===== src/design/qph_pkg.sv =====
// ----------------------------------------------------------------------------
// qph_pkg: shared definitions of the quadratic probe hash table
// Table geometry, operation codes, controller states and the command and
// status bundles that join the controller to the datapath.
// ----------------------------------------------------------------------------
package qph_pkg;

  localparam int TABLE_SIZE  = 1021;
  localparam int SLOT_W      = 10;
  localparam int KEY_W       = 31;
  localparam int KIND_W      = 2;
  localparam int PROBE_LIMIT = (TABLE_SIZE + 1) / 2;
  localparam int PROBE_W     = $clog2(PROBE_LIMIT);
  // Weight of one unit of the bits above the slot field, modulo the size.
  localparam int FOLD        = (2 ** SLOT_W) % TABLE_SIZE;
  localparam int ENTRY_W     = KEY_W + 1;

  typedef enum logic [KIND_W-1:0] {
    KIND_LOOKUP = 2'd0,
    KIND_INSERT = 2'd1,
    KIND_READ   = 2'd2
  } kind_e;

  typedef enum logic [2:0] {
    ST_CLEAR,
    ST_IDLE,
    ST_HASH,
    ST_PROBE,
    ST_CHECK,
    ST_RDWAIT,
    ST_RESP
  } state_e;

  typedef enum logic [2:0] {
    RES_HOLD,
    RES_ZERO,
    RES_FAIL,
    RES_PROBE,
    RES_READ
  } res_e;

  typedef struct packed {
    logic clr_we;
    logic load;
    logic hash_step;
    logic probe_init;
    logic rd_in;
    logic rd_cur;
    logic advance;
    logic ins_we;
    res_e res_sel;
    logic out_load;
  } dp_cmd_t;

  typedef struct packed {
    logic [KIND_W-1:0] in_kind;
    logic              in_slot_ok;
    logic              clr_done;
    logic              hash_done;
    logic              hit;
    logic              empty;
    logic              last_probe;
    logic              is_insert;
    logic              out_free;
  } dp_sts_t;

endpackage


===== src/design/qph_ctrl.sv =====
// ----------------------------------------------------------------------------
// qph_ctrl: operation sequencer of the hash table
// Runs the clearing pass, the key reduction, the probe loop and the result
// handoff by issuing commands to the datapath.
// ----------------------------------------------------------------------------
module qph_ctrl import qph_pkg::*; (
  input  logic    clk_i,
  input  logic    rst_ni,
  input  logic    in_valid_i,
  output logic    in_ready_o,
  input  dp_sts_t sts_i,
  output dp_cmd_t cmd_o
);

  state_e state_q, state_d;

  always_ff @(posedge clk_i or negedge rst_ni) begin
    if (!rst_ni) begin
      state_q <= ST_CLEAR;
    end else begin
      state_q <= state_d;
    end
  end

  always_comb begin
    state_d    = state_q;
    cmd_o      = '0;
    in_ready_o = 1'b0;
    unique case (state_q)
      ST_CLEAR: begin
        cmd_o.clr_we = 1'b1;
        if (sts_i.clr_done) begin
          state_d = ST_IDLE;
        end
      end
      ST_IDLE: begin
        in_ready_o = 1'b1;
        if (in_valid_i) begin
          cmd_o.load = 1'b1;
          unique case (sts_i.in_kind)
            KIND_LOOKUP, KIND_INSERT: state_d = ST_HASH;
            KIND_READ: begin
              if (sts_i.in_slot_ok) begin
                cmd_o.rd_in = 1'b1;
                state_d     = ST_RDWAIT;
              end else begin
                cmd_o.res_sel = RES_ZERO;
                state_d       = ST_RESP;
              end
            end
            default: begin
              cmd_o.res_sel = RES_ZERO;
              state_d       = ST_RESP;
            end
          endcase
        end
      end
      ST_HASH: begin
        if (sts_i.hash_done) begin
          cmd_o.probe_init = 1'b1;
          state_d          = ST_PROBE;
        end else begin
          cmd_o.hash_step = 1'b1;
        end
      end
      ST_PROBE: begin
        cmd_o.rd_cur = 1'b1;
        state_d      = ST_CHECK;
      end
      ST_CHECK: begin
        priority if (sts_i.hit) begin
          cmd_o.res_sel = RES_PROBE;
          cmd_o.ins_we  = sts_i.is_insert && sts_i.empty;
          state_d       = ST_RESP;
        end else if (sts_i.last_probe) begin
          cmd_o.res_sel = RES_FAIL;
          state_d       = ST_RESP;
        end else begin
          cmd_o.advance = 1'b1;
          state_d       = ST_PROBE;
        end
      end
      ST_RDWAIT: begin
        cmd_o.res_sel = RES_READ;
        state_d       = ST_RESP;
      end
      ST_RESP: begin
        if (sts_i.out_free) begin
          cmd_o.out_load = 1'b1;
          state_d        = ST_IDLE;
        end
      end
      default: state_d = ST_CLEAR;
    endcase
  end

endmodule


===== config.mk =====
export PLATFORM = sky130hd
export DESIGN_NAME = qph_ctrl
export DESIGN_NICKNAME = d
export VERILOG_FILES = /design/src/design/qph_pkg.sv /design/src/design/qph_ctrl.sv
export SDC_FILE = /design/constraint.sdc
export NUM_CORES = 1
export LEC_CHECK = 0
export ABC_AREA = 1
export BUFFER_PORTS_ARGS = -buffer_cell sky130_fd_sc_hd__buf_2
export CAP_MARGIN = 10
export CORE_AREA = 3 3 40 42
export DETAILED_ROUTE_END_ITERATION = 8
export DIE_AREA = 0 0 43 45
export PLACE_DENSITY = 0.64
export SLEW_MARGIN = 5
export SYNTH_ARGS = -nofsm -noshare
export SYNTH_HDL_FRONTEND = slang
export SYNTH_SLANG_ARGS = --single-unit

===== constraint.sdc =====
create_clock -name clk_i -period 2.28 [get_ports clk_i]
set_input_delay 0.456 -clock clk_i [delete_from_list [all_inputs] [get_ports clk_i]]
set_output_delay 0.456 -clock clk_i [all_outputs]
set_load 0.02 [all_outputs]

**Word-level counts from Yosys, hierarchy flattened**

Cells that the tools add are included.

- Word-level logic and storage cells: 51
- Bits in registers: 3
- Bits in writable memories: 0
- Memories: 0
- Output and inout port bits: 13
- Memory bits (read-only): 0
- Bits of input ports: 13
- Bits in latches: 0

- Bitwise logic cells: 0
- Reduce and logical (&&, ||, !) cells: 5
- Multiply operators: 0
- Add/subtract/negate cells: 0
- Mux-type cells: 33
- Div/mod/pow operators: 0
- Shift-type cells: 0
- $lt $le $gt $ge: 0
- Eq/ne operators: 12

Operator list:

| cell | number |
|---|---|
| one-hot mux 3 bit (7 select lines) | 1 |
| 2-to-1 mux 1 bit | 18 |
| 2-to-1 mux 3 bit | 6 |
| 2-to-1 mux 2 bit | 5 |
| equality test 3 bit (second input constant) | 3 |
| one-hot mux 3 bit (3 select lines) | 1 |
| inequality test 2 bit (second input constant) | 4 |
| equality test 3 x 2 -> 1 bit (second input constant) | 2 |
| one-hot mux 3 bit (2 select lines) | 1 |
| AND reduction 4 bit | 1 |
| equality test 3 x 1 -> 1 bit (second input constant) | 1 |
| zero test 3 bit | 1 |
| equality test 2 x 1 -> 1 bit (second input constant) | 1 |
| equality test 2 bit (second input constant) | 1 |
| zero test 2 bit | 1 |
| one-hot mux 1 bit (2 select lines) | 1 |
| OR reduction 2 bit | 1 |
| logical AND 1 bit | 1 |

**Depth between registers and ports, before layout**

- Word-level depth: 5
- Depth in mapped cells: 8
- Depth with buffers taken out: 7

**Worst setup path before layout**

No wires, ideal clock.

- Path type: reg2out
- Start: register state_q[0]
- End: output port cmd_o[0] (netlist name)
- Arrival: 1.256 ns
- Required time: 1.824 ns
- Path slack: 0.568 ns
- Buffers on the path: 1
- Cell stages (with the launch flop): 3
- Cells stage by stage: dfrtp_1 -> buf_4 -> nor4_1

RTL lines:

| what | line | text |
|---|---|---|
| start: declaration | qph_ctrl.sv:15 | `state_e state_q, state_d;` |
| start signal: assignment | qph_ctrl.sv:21 | `state_q <= state_d;` |
| end: declaration | qph_ctrl.sv:12 | `output dp_cmd_t cmd_o` |

==> run metrics <==
Biggest register state_q; Slowest cell on crit path dfrtp_1; final setup fails 0; CTS Sinks 3; DRC violations left 0; post-synthesis cell type count 19; area delta synth->final 43.0%; Main synth FF type dfrtp_1; htree depth 1; Post-CTS Setup Bufs 0; I/O pin count 26; GPL Wtd Cong 0.765; crit start category flip-flop; Crit Path Category reg2out; post-synthesis compound-gate area fraction 3.33%; Peak VDD IR between 400 and 500 uV; setup_tns 0 ns; biggest regs state_q: 3 flops; via count about 470; Num CTS Buffers 3; DRT antenna net count 0; pin count of the biggest net entering global routing 12; ranking of synthesized cells by area dfrtp_1 20%, nand2_1 15%, inv_1 12%, nand3_1 11%, nor2_1 8.0%; WL per Instance 9.25 um; DP HPWL about 830 um; Max Clock Freq about 0.55 GHz; Synth Area in Simple Gates a little under three fifths; setup slack after layout 0.458 ns; Slew HR 71.6%; HP Class in2reg; Mapped Avg Cell Area 5.77 um^2; flops & latches, synth 3; aggregate global routing overflow 0; status complete, no violations; finished layout cell area about 540 um^2; die area between 1500 and 2000 um^2; DR pass1 iterations 2; post-synthesis cell area 375 um^2; Yosys Warn Count 0; Power Density around 1200 nW/um^2; syn nets 78; fraction of registers with async set/reset 100%; ratio of cells with drive above 1 in the final layout 41.9%; final net count approximately 110; vias per cell around 4.3; chip height ~45 um; top-count cell post-synth nand2_1; worst slew pin tran approximately 0.43 ns; Post-synth EDFFs 0; Lkg Pwr around 0.37 nW; Seq/Total Area, Yosys about a fifth; XOR/XNOR Fraction of Synth Area 0%; Worst path max stage delay just under 0.5 ns; Tcrit/Tclk final 79.9%; initial DRC count 3; vias in the first global route between 400 and 500; Ant. Diodes 0; worst clock skew around 0.0037 ns; Design Power 0.637 mW; Starting Density ~29%; worst slack, placed around 0.70 ns; final WL approximately 1000 um; Die W between 40 and 50 um; Largest register FFs 3; Port Buf Inserts 25; CTS tree done; mux contribution to synthesized area 0%; Yosys top cell area share 20.0%; crit path cell chain clkinv_2 > nor4_1 > buf_2; RSZ-0062 raised after global routing false; Worst EP required between 1.5 and 2 ns; fin crit period 1.82 ns; Core Rows 13; CTS root buffer clkbuf_4; Commonest cells post-synth 15 x nand2_1, 12 x inv_1, 8 x nand3_1, 8 x nor2_1; global-route wire length before repair around 1800 um; Clock transition at path regs ~0.040 ns; core area 1280 um^2; crit path max fanout 8; clock buffer depth 2; largest family of logic cells by synthesized area simple AND/OR/NAND/NOR gates; Worst-Skew Late Latency about 0.24 ns; adder and majority gate portion of the synthesized area 0%; max-slew violation count 0; synthesized instance count 65; final hold vios 0; Worst Path Arrival 1.37 ns; crit end category primary output; GRT Total Usage about an eighth; initial antenna violation count 0; Cell Area, Placed 500 um^2; max-cap viol count 0; area leader, netlist dfrtp_1
==> where the power goes <==
group | total [mW] | internal (mW) | leakage [nW] | switching [mW]
clock network | 0.0942 | 0.0656 | 0.0150 | 0.0286
logic | 0.396 | 0.142 | 0.317 | 0.254
registers | 0.147 | 0.0800 | 0.0371 | 0.0673
total | 0.637 | 0.287 | 0.369 | 0.350
==> metal layers <==
layer  GRT usage, %  wire length, um  vias up
met4           1.81                0        0
met3           6.77               85        0
met1           14.5              445      192
met5              0                0        -
li1               -                -      259
met2           20.1              468       16
==> worst max-delay path, delay by kind of cell (launching register included) <==
family | cells | cell delay [ns]
flops | 1 | 0.49
simple gates | 1 | 0.26
buf+inv | 2 | 0.38
==> through the flow <==
step                      utilization (%)  hold WS, ns  std cells
final                                41.8        0.536        108
after global placement               38.9        0.253        103
after floorplan                         -        0.160         65
after detailed placement             38.9        0.254        103
after CTS                            41.8        0.532        108
after global routing                 41.8        0.554        108
==> layout make-up <==
cell class	count	area [um^2]
Clock buffer	4	26.3
Fill cell	158	748
Inverter	16	61.3
Multi-Input combinational cell	44	220
Sequential cell	3	75.1
Tap cell	15	18.8
Timing Repair Buffer	26	135
==> worst paths after layout <==
check / from / endpoint / slack (ns) / cells past startpoint
worst max-delay path: state_q[2]$_DFFE_PN0P_ / cmd_o[0] / 0.46 / 3
worst min-delay path: sts_i[0] / state_q[2]$_DFFE_PN0P_ / 0.54 / 4
worst max register to register: state_q[0]$_DFFE_PN0P_ / state_q[2]$_DFFE_PN0P_ / 1.07 / 6
worst min register to register: state_q[1]$_DFFE_PN0P_ / state_q[2]$_DFFE_PN0P_ / 0.69 / 2
max in group asynchronous: rst_ni / state_q[1]$_DFFE_PN0P_ / 1.62 / 2
min in group asynchronous: rst_ni / state_q[2]$_DFFE_PN0P_ / 0.56 / 2
==> cell usage in the layout (no fill, tap or decap) <==
cell type,n
dlygate4sd3_1,1
nand3_2,1
dfrtp_1,3
nand4_1,1
nand4_2,1
inv_2,3
nand3_1,8
inv_1,12
clkbuf_4,3
o21bai_1,1
clkbuf_1,1
nor4_1,1
clkinv_2,1
nor2_4,1
nor3_1,2
nand2_1,15
nand2_2,1
o21ai_0,1
nor2_1,8
nor2_2,3
buf_2,25
==> kinds of logic (layout without fill, tap and decap cells) <==
kind of cell    count (synthesis)  count (layout)
buf+inv                        18              46
flops                           3               3
compound gates                  2               2
simple gates                   42              42
==> timing repair <==
item	in CTS	in global routing
resized for setup	0	0
hold buffers	1	0
endpoints found under the setup margin	0	0
hold endpoints to repair	1	0
Power figures use the tool's default switching activity.
